--- config.mk ---
export PLATFORM = sky130hd
export DESIGN_NAME = sliding_median_filter_top
export DESIGN_NICKNAME = d
export VERILOG_FILES = /design/src/rtl/smf_pkg.sv /design/src/rtl/sliding_median_filter_top.sv /design/src/rtl/smf_cell.sv /design/src/rtl/smf_emit.sv
export SDC_FILE = /design/constraint.sdc
export NUM_CORES = 2
export LEC_CHECK = 0
export BUFFER_PORTS_ARGS = -buffer_cell sky130_fd_sc_hd__clkbuf_2
export CORE_UTILIZATION = 60
export DETAILED_ROUTE_END_ITERATION = 12
export PLACE_DENSITY = 0.89
export SLEW_MARGIN = 40
export SYNTH_ARGS = -nofsm -noshare
export SYNTH_HDL_FRONTEND = slang
export SYNTH_SLANG_ARGS = --single-unit
--- constraint.sdc ---
create_clock -name clk -period 6.75 [get_ports clk]
set_clock_uncertainty 0.1 [all_clocks]
set_input_delay 1.35 -clock clk [delete_from_list [all_inputs] [get_ports clk]]
set_output_delay 1.35 -clock clk [all_outputs]
set_load 0.1 [all_outputs]
--- src/rtl/smf_pkg.sv ---
package smf_pkg;

	localparam int DATA_W     = 16;
	localparam int POS_W      = 12;
	localparam int APB_DATA_W = 32;
	localparam int APB_ADDR_W = 3;

	localparam logic [POS_W-1:0] SCAN_LENGTH_RESET = 12'd361;

	// register index, taken from paddr[2]
	localparam logic REG_SCAN_LENGTH = 1'b0;

	typedef logic [DATA_W-1:0] sample_t;
	typedef logic [POS_W-1:0]  pos_t;

	typedef struct packed {
		pos_t pos;
		logic last;
	} job_t;

endpackage

--- src/rtl/sliding_median_filter_top.sv ---
// Running median filter over a lidar scan of scan_length range samples (mm).
// Result k is the median of samples k-HALF..k+HALF (HALF = WINDOW/2) and
// leaves once sample k+HALF has been transferred; the first and last HALF
// results of a scan are the raw samples. A row of 2*HALF+1 sorting cells holds
// the window in order and replaces its oldest entry with each new sample, so a
// sample that yields at most one result is taken every cycle while the result
// side does not stall; its result passes the job registers, then the result
// register. The last sample of a scan at position p flushes min(p, HALF)+1
// results, one per cycle unless the result side stalls, and holds the sample
// input until the last of them is loaded. Writing scan_length restarts the scan.
module sliding_median_filter_top #(
	parameter int WINDOW = 15
) (
	input  logic                               clk,
	input  logic                               arst_n,
	input  logic                               psel,
	input  logic                               penable,
	input  logic                               pwrite,
	input  logic [smf_pkg::APB_ADDR_W-1:0]     paddr,
	input  logic [smf_pkg::APB_DATA_W-1:0]     pwdata,
	output logic [smf_pkg::APB_DATA_W-1:0]     prdata,
	output logic                               pready,
	input  logic                               sample_valid,
	output logic                               sample_stall,
	input  logic [smf_pkg::DATA_W-1:0]         range_mm,
	output logic                               result_valid,
	input  logic                               result_stall,
	output logic [smf_pkg::DATA_W-1:0]         filtered_range_mm,
	output logic [smf_pkg::POS_W-1:0]          sample_index,
	output logic                               last_of_scan
);

	localparam int HALF  = WINDOW / 2;
	localparam int SPAN  = 2 * HALF + 1;
	localparam int AGE_W = $clog2(SPAN);
	localparam int BW    = (HALF + 1 > 1) ? $clog2(HALF + 1) : 1;

	smf_pkg::pos_t    scan_length_q;
	smf_pkg::pos_t    pos_q;
	smf_pkg::sample_t tap_q [HALF+1];

	logic                  cfg_wr;
	logic                  accept;
	logic                  hold;
	logic [BW-1:0]         rd_back;
	smf_pkg::sample_t      tap_val;
	smf_pkg::job_t         job;
	logic [smf_pkg::POS_W:0] len_eff;

	smf_pkg::sample_t      val_ext [SPAN+2];
	logic [AGE_W-1:0]      age_ext [SPAN+2];
	logic                  gt_ext  [SPAN+2];
	logic                  old_seen [SPAN+1];
	logic [SPAN-1:0]       is_old;

	// configuration port
	assign pready = 1'b1;
	assign cfg_wr = psel && penable && pwrite && (paddr[2] == smf_pkg::REG_SCAN_LENGTH);
	assign prdata = (paddr[2] == smf_pkg::REG_SCAN_LENGTH) ?
		smf_pkg::APB_DATA_W'(scan_length_q) : '0;

	always_ff @(posedge clk or negedge arst_n) begin
		if (!arst_n) begin
			scan_length_q <= smf_pkg::SCAN_LENGTH_RESET;
		end else if (cfg_wr) begin
			scan_length_q <= pwdata[smf_pkg::POS_W-1:0];
		end
	end

	// scan position
	assign accept       = sample_valid && !hold;
	assign sample_stall = hold;
	assign len_eff      = (scan_length_q == '0) ? (smf_pkg::POS_W+1)'(1) :
		{1'b0, scan_length_q};
	assign job.pos      = pos_q;
	assign job.last     = ({1'b0, pos_q} + (smf_pkg::POS_W+1)'(1)) >= len_eff;

	always_ff @(posedge clk or negedge arst_n) begin
		if (!arst_n) begin
			pos_q <= '0;
		end else if (cfg_wr) begin
			pos_q <= '0;
		end else if (accept) begin
			pos_q <= job.last ? '0 : pos_q + smf_pkg::POS_W'(1);
		end
	end

	// raw delay line, newest first
	always_ff @(posedge clk) begin
		if (accept) begin
			tap_q[0] <= range_mm;
			for (int j = 1; j <= HALF; j++) begin
				tap_q[j] <= tap_q[j-1];
			end
		end
	end

	assign tap_val = (int'(rd_back) <= HALF) ? tap_q[rd_back] : '0;

	// sorted cell row
	assign val_ext[0]      = '0;
	assign age_ext[0]      = '0;
	assign gt_ext[0]       = 1'b0;
	assign val_ext[SPAN+1] = '0;
	assign age_ext[SPAN+1] = '0;
	assign gt_ext[SPAN+1]  = 1'b1;
	assign old_seen[0]     = 1'b0;

	for (genvar i = 0; i < SPAN; i++) begin : g_cell
		smf_cell #(
			.AGE_W    (AGE_W),
			.OLDEST   (SPAN - 1),
			.RESET_AGE(i)
		) u_cell (
			.clk         (clk),
			.arst_n      (arst_n),
			.shift_en    (accept),
			.new_val     (range_mm),
			.left_val    (val_ext[i]),
			.left_age    (age_ext[i]),
			.left_gt     (gt_ext[i]),
			.right_val   (val_ext[i+2]),
			.right_age   (age_ext[i+2]),
			.right_gt    (gt_ext[i+2]),
			.old_seen_in (old_seen[i]),
			.val         (val_ext[i+1]),
			.age         (age_ext[i+1]),
			.gt          (gt_ext[i+1]),
			.is_old      (is_old[i]),
			.old_seen_out(old_seen[i+1])
		);
	end

	smf_emit #(
		.HALF(HALF),
		.BW  (BW)
	) u_emit (
		.clk              (clk),
		.arst_n           (arst_n),
		.accept           (accept),
		.job              (job),
		.hold             (hold),
		.rd_back          (rd_back),
		.tap_val          (tap_val),
		.median           (val_ext[HALF+1]),
		.result_valid     (result_valid),
		.result_stall     (result_stall),
		.filtered_range_mm(filtered_range_mm),
		.sample_index     (sample_index),
		.last_of_scan     (last_of_scan)
	);

`ifndef SYNTH
	a_one_oldest: assert property (@(posedge clk) disable iff (!arst_n)
		$onehot(is_old))
		else $error("cell row does not hold exactly one oldest entry");

	a_oldest_reached: assert property (@(posedge clk) disable iff (!arst_n)
		old_seen[SPAN])
		else $error("no oldest entry found along the cell row");

	a_sorted_centre: assert property (@(posedge clk) disable iff (!arst_n)
		val_ext[HALF] <= val_ext[HALF+1] && val_ext[HALF+1] <= val_ext[HALF+2])
		else $error("cell row out of order around the median");

	a_scan_wraps: assert property (@(posedge clk) disable iff (!arst_n)
		accept && job.last |=> pos_q == '0)
		else $error("position not cleared after last sample of scan");
`endif

endmodule

--- src/rtl/smf_cell.sv ---
module smf_cell #(
	parameter int AGE_W     = 4,
	parameter int OLDEST    = 14,
	parameter int RESET_AGE = 0
) (
	input  logic                  clk,
	input  logic                  arst_n,
	input  logic                  shift_en,
	input  smf_pkg::sample_t      new_val,
	input  smf_pkg::sample_t      left_val,
	input  logic [AGE_W-1:0]      left_age,
	input  logic                  left_gt,
	input  smf_pkg::sample_t      right_val,
	input  logic [AGE_W-1:0]      right_age,
	input  logic                  right_gt,
	input  logic                  old_seen_in,
	output smf_pkg::sample_t      val,
	output logic [AGE_W-1:0]      age,
	output logic                  gt,
	output logic                  is_old,
	output logic                  old_seen_out
);

	smf_pkg::sample_t  val_q;
	logic [AGE_W-1:0]  age_q;
	smf_pkg::sample_t  val_d;
	logic [AGE_W-1:0]  age_d;

	assign gt           = val_q > new_val;
	assign is_old       = age_q == AGE_W'(OLDEST);
	assign old_seen_out = old_seen_in | is_old;
	assign val          = val_q;
	assign age          = age_q;

	// oldest entry leaves, new sample goes in at its sorted place
	always_comb begin
		val_d = val_q;
		age_d = age_q + AGE_W'(1);
		if (is_old) begin
			if (left_gt) begin
				val_d = left_val;
				age_d = left_age + AGE_W'(1);
			end else if (!right_gt) begin
				val_d = right_val;
				age_d = right_age + AGE_W'(1);
			end else begin
				val_d = new_val;
				age_d = '0;
			end
		end else if (old_seen_in) begin
			if (!right_gt) begin
				val_d = right_val;
				age_d = right_age + AGE_W'(1);
			end else if (!gt) begin
				val_d = new_val;
				age_d = '0;
			end
		end else begin
			if (left_gt) begin
				val_d = left_val;
				age_d = left_age + AGE_W'(1);
			end else if (gt) begin
				val_d = new_val;
				age_d = '0;
			end
		end
	end

	always_ff @(posedge clk or negedge arst_n) begin
		if (!arst_n) begin
			val_q <= '0;
			age_q <= AGE_W'(RESET_AGE);
		end else if (shift_en) begin
			val_q <= val_d;
			age_q <= age_d;
		end
	end

endmodule

--- src/rtl/smf_emit.sv ---
module smf_emit #(
	parameter int HALF = 7,
	parameter int BW   = 3
) (
	input  logic              clk,
	input  logic              arst_n,
	input  logic              accept,
	input  smf_pkg::job_t     job,
	output logic              hold,
	output logic [BW-1:0]     rd_back,
	input  smf_pkg::sample_t  tap_val,
	input  smf_pkg::sample_t  median,
	output logic              result_valid,
	input  logic              result_stall,
	output smf_pkg::sample_t  filtered_range_mm,
	output smf_pkg::pos_t     sample_index,
	output logic              last_of_scan
);

	localparam logic [BW-1:0] CENTRE       = BW'(HALF);
	localparam smf_pkg::pos_t HALF_POS     = smf_pkg::POS_W'(HALF);
	localparam smf_pkg::pos_t TWO_HALF_POS = smf_pkg::POS_W'(2 * HALF);

	logic             busy_q;
	logic [BW-1:0]    back_q;
	smf_pkg::pos_t    k_q;
	logic             last_q;
	logic             med_ok_q;
	logic             res_valid_q;
	smf_pkg::sample_t res_val_q;
	smf_pkg::pos_t    res_idx_q;
	logic             res_last_q;

	logic             emits;
	logic [BW-1:0]    start_back;
	logic [BW-1:0]    end_back;
	logic             load;
	logic             done;

	assign emits      = job.last || (job.pos >= HALF_POS);
	assign start_back = (job.last && (job.pos < HALF_POS)) ? job.pos[BW-1:0] : CENTRE;
	assign end_back   = last_q ? '0 : CENTRE;
	assign load       = busy_q && (!res_valid_q || !result_stall);
	assign done       = load && (back_q == end_back);
	assign hold       = busy_q && !done;
	assign rd_back    = back_q;

	always_ff @(posedge clk or negedge arst_n) begin
		if (!arst_n) begin
			busy_q   <= 1'b0;
			back_q   <= '0;
			k_q      <= '0;
			last_q   <= 1'b0;
			med_ok_q <= 1'b0;
		end else if (accept) begin
			busy_q   <= emits;
			back_q   <= start_back;
			k_q      <= job.pos - smf_pkg::POS_W'(start_back);
			last_q   <= job.last;
			med_ok_q <= job.pos >= TWO_HALF_POS;
		end else if (load) begin
			if (done) begin
				busy_q <= 1'b0;
			end else begin
				back_q <= back_q - BW'(1);
				k_q    <= k_q + smf_pkg::POS_W'(1);
			end
		end
	end

	always_ff @(posedge clk or negedge arst_n) begin
		if (!arst_n) begin
			res_valid_q <= 1'b0;
		end else if (load) begin
			res_valid_q <= 1'b1;
		end else if (!result_stall) begin
			res_valid_q <= 1'b0;
		end
	end

	always_ff @(posedge clk) begin
		if (load) begin
			res_val_q  <= ((back_q == CENTRE) && med_ok_q) ? median : tap_val;
			res_idx_q  <= k_q;
			res_last_q <= last_q && (back_q == '0);
		end
	end

	assign result_valid      = res_valid_q;
	assign filtered_range_mm = res_val_q;
	assign sample_index      = res_idx_q;
	assign last_of_scan      = res_last_q;

`ifndef SYNTH
	a_back_in_range: assert property (@(posedge clk) disable iff (!arst_n)
		busy_q |-> back_q <= CENTRE)
		else $error("tap index beyond window half");

	a_mid_scan_centre_only: assert property (@(posedge clk) disable iff (!arst_n)
		busy_q && !last_q |-> back_q == CENTRE)
		else $error("mid-scan job left the centre tap");

	a_no_result_early: assert property (@(posedge clk) disable iff (!arst_n)
		accept && !job.last && (job.pos < HALF_POS) |=> !busy_q)
		else $error("result started for a sample with none due");
`endif

endmodule
==> flow_summary_export.csv <==
group,metric,value,unit
run_status,status,"finished, final reports clean",
detailed_routing,drc,0,
synthesis,synth_cell_type_count,99,
layout,layout-drive-gt1-share,12.2,%
layout,layoutNonFillerInstCount,4520,
global_route,overflow,0,
placement,hpwl,74100,um
global_route,antenna_found_initial,3,
synthesis,synth_seq_cells,500,
floorplanning,die_x,243,um
synthesis,synth-edff-count,157,
flow_run,maxCapViolCount,0,
synthesis,synth_fa_ha_area_share,10.4,%
cts,cts_tree,"yes",
setup_path,required,7.12,ns
timing,finalSetupViolCount,0,
layout,area_growth,8.76,%
power,ir_worst_vdd,381,uV
detailed_routing,vias,32600,
synthesis,synthArstFlopShare,68.6,%
synthesis,synthMuxAreaShare,6.96,%
cts,clockBufferDepth,3,
timing,rsz0062_at_grt,"false",
cts,clkSinkCount,500,
timing,maxSlewHeadroom,38.8,%
timing,slew_violations,0,
synthesis,ys.flop_type,"dfrtp_1",
global_route,grt_max_degree,165,
layout,final_common_cell,"nand2_1",
synthesis,syn_inst,3748,
setup_path,crit_arrival,5.77,ns
floorplanning,dieArea,59000,um2
cts,cts_buffers,54,
placement,numPortBuffers,78,
cts,ctsResizeCount,0,
setup_path,worst_setup_path_start_kind,"input port",
placement,place.gp.congestion,1.04,
floorplanning,fp.dieH,243,um
setup_path,setup.worst_path.end_class,"flip-flop",
floorplanning,rows,87,
global_route,grt_use_total,36.6,%
setup_path,critPathKind,"input port to flip-flop",
synthesis,synth_top_family_by_area,"compound AO/OA/AOI/OAI gates",
synthesis,synth_compound_area_share,23.8,%
global_route,first_global_vias,30800,
timing,fmax,185,MHz
detailed_routing,dr.pass1.iters,8,
timing,hold_violations,0,
synthesis,seq_area_frac_synth,38.3,%
placement,dp.cells,4416,
cts,clock_latency,0.65,ns
synthesis,yosys.area_share.xor_xnor,1.48,%
synthesis,yosys_warnings,0,
timing,setup_tns,0,ns
synthesis,syn-cell-area,34800,um2
timing,worstMarginPinSlew,0.917,ns
timing,fin_crit,5.40,ns
floorplanning,io_pins,122,
setup_path,critPathMaxFanout,18,
floorplanning,start_util,61.3,%
power,leakage,0.0158,uW
detailed_routing,ant_nets,0,
detailed_routing,first_iter_violations,4678,
global_route,grt_pass1_wl,172000,um
power,power_density,581,nW/um2
timing,period_share,80.0,%
cts,post-cts-setup-buffer-count,0,
floorplanning,coreArea,56800,um2
timing,fin_ws,1.35,ns
detailed_routing,post_drt_wl_per_cell,24.4,um
layout,final_cell_mix,"381 x nand2_1, 309 x dfrtp_1, 299 x nor2_1, 298 x o21ai_0, 289 x ha_1",
cts,cts_root_buffer,"clkbuf_16",
cts,cts_max_level,2,
placement,dp_slack,0.996,ns
synthesis,yosys.area_share.simple,14.6,%
cts,clk_pin_slew_worst_paths,0.06,ns
detailed_routing,routed_via_density,7.21,
cts,ctsHoldBuffers,0,
setup_path,ff2ff_path_depth,18,
detailed_routing,drt_wl_total,110000,um
layout,nNetsFinal,4064,
worst_hold_path,hold_path_class,"flip-flop to flip-flop",
layout,nFillCells,4180,
worst_hold_path,min_path_cells,0,
synthesis,avgSynthCellArea,9.29,um2
==> metal layers <==
metal,global-route usage [%],share of wire (%)
met3,8.89,14
met5,0,0.021
met4,20.3,6.3
met2,54.9,44
met1,48.5,37
==> power by group <==
part / leakage, uW / total, uW / switching, uW / internal (uW)
sequential: 0.00547 / 5990 / 1500 / 4490
clock: 0.000917 / 3220 / 1350 / 1870
combinational: 0.00940 / 12800 / 7990 / 4810
total: 0.0158 / 22000 / 10800 / 11200
==> cell usage after synthesis (18+ instances only) <==
cell	n	area, um2
nand2_1	383	1440
mux2_2	41	462
and3_1	29	181
dfstp_2	33	867
o31ai_1	21	158
mux4_2	32	721
a221oi_1	35	307
clkbuf_1	179	672
buf_4	24	180
nor2b_1	31	194
buf_1	18	67.6
o22ai_1	84	526
xor2_1	22	193
inv_1	95	357
a21oi_1	252	1260
nor4_1	19	119
o221ai_1	59	517
edfxtp_1	157	4710
dfrtp_1	310	7760
xnor2_1	37	324
o21ai_1	18	90.1
a31oi_1	27	169
a21o_1	38	285
mux2i_1	124	1240
a221o_1	29	290
o22a_1	24	210
nand4_1	50	313
a2bb2oi_1	18	158
nand3_1	95	475
ha_1	289	3620
nand2b_1	18	113
o211ai_1	31	233
nor3_1	98	490
o21ai_0	300	1500
nor2_1	308	1160
a22oi_1	40	300
a211oi_1	56	420
buf_2	52	260
==> per-stage QoR <==
step	utilization (%)	total power (uW)	area [um2]	hold WS, ns
after floorplan	-	14900	34900	0.321
after global placement	63.2	17500	35900	0.322
after detailed placement	63.3	18100	36000	0.334
after CTS	66.6	21500	37800	0.346
after global routing	66.7	23200	37900	0.357
final	66.7	22000	37900	0.351
==> state kept, by name (all words and copies together) (netlist names), 3 cells and up <==
name / flops
u_emit.rd_back: 3
g_cell.u_cell.age: 60
u_emit.sample_index: 12
u_emit.k_q: 12
pos_q: 12
g_cell.u_cell.val: 240
tap_q: 128
scan_length_q: 12
u_emit.filtered_range_mm: 16
==> layout make-up <==
class / instances / area [um2] / area share, %
diodes: 1 / 2.50 / 0.00661
clock buffers: 67 / 1450 / 3.83
multi-input cells: 2897 / 20200 / 53.2
flip-flops and latches: 500 / 13300 / 35.2
clock inverters: 35 / 432 / 1.14
inverters: 95 / 364 / 0.961
well taps: 756 / 946 / 2.50
repair buffers: 169 / 1180 / 3.12
==> worst paths after layout <==
path	start	to	slack, ns
worst min register to register	tap_q[2][15]$_DFFE_PP_	tap_q[3][15]$_DFFE_PP_	0.35
worst max-delay path	range_mm[6]	g_cell[2].u_cell.val[8]$_DFFE_PN0P_	1.35
worst max register to register	pos_q[1]$_DFFE_PN0P_	u_emit.k_q[8]$_DFFE_PN0P_	2.42
max in group asynchronous	arst_n	g_cell[9].u_cell.age[2]$_DFFE_PN0P_	4.85
min in group asynchronous	arst_n	u_emit.rd_back[1]$_DFFE_PN0P_	0.54
worst min-delay path	tap_q[2][15]$_DFFE_PP_	tap_q[3][15]$_DFFE_PP_	0.35
==> kinds of logic after synthesis <==
| family | after synthesis |
|---|---|
| AO/OA/AOI/OAI | 1225 |
| XOR/XNOR | 59 |
| adder cells (fa/ha/maj) | 289 |
| buffers and inverters | 370 |
| flip-flops | 500 |
| multiplexers | 197 |
| other | 2 |
| AND/OR/NAND/NOR | 1106 |
==> critical path, cell delays in order <==
cell and delay, ns:
clkbuf_2 0.51, inv_1 0.52, buf_4 0.33, ha_1 0.29, nand2_1 0.05, nor4_1 0.50
a21bo_2 0.28, o211ai_1 0.13, and2_1 0.64, nand2_1 0.24, o21ai_0 0.48, a21oi_2 0.24
a2bb2oi_1 0.20
(Power assumes the default switching activity.)
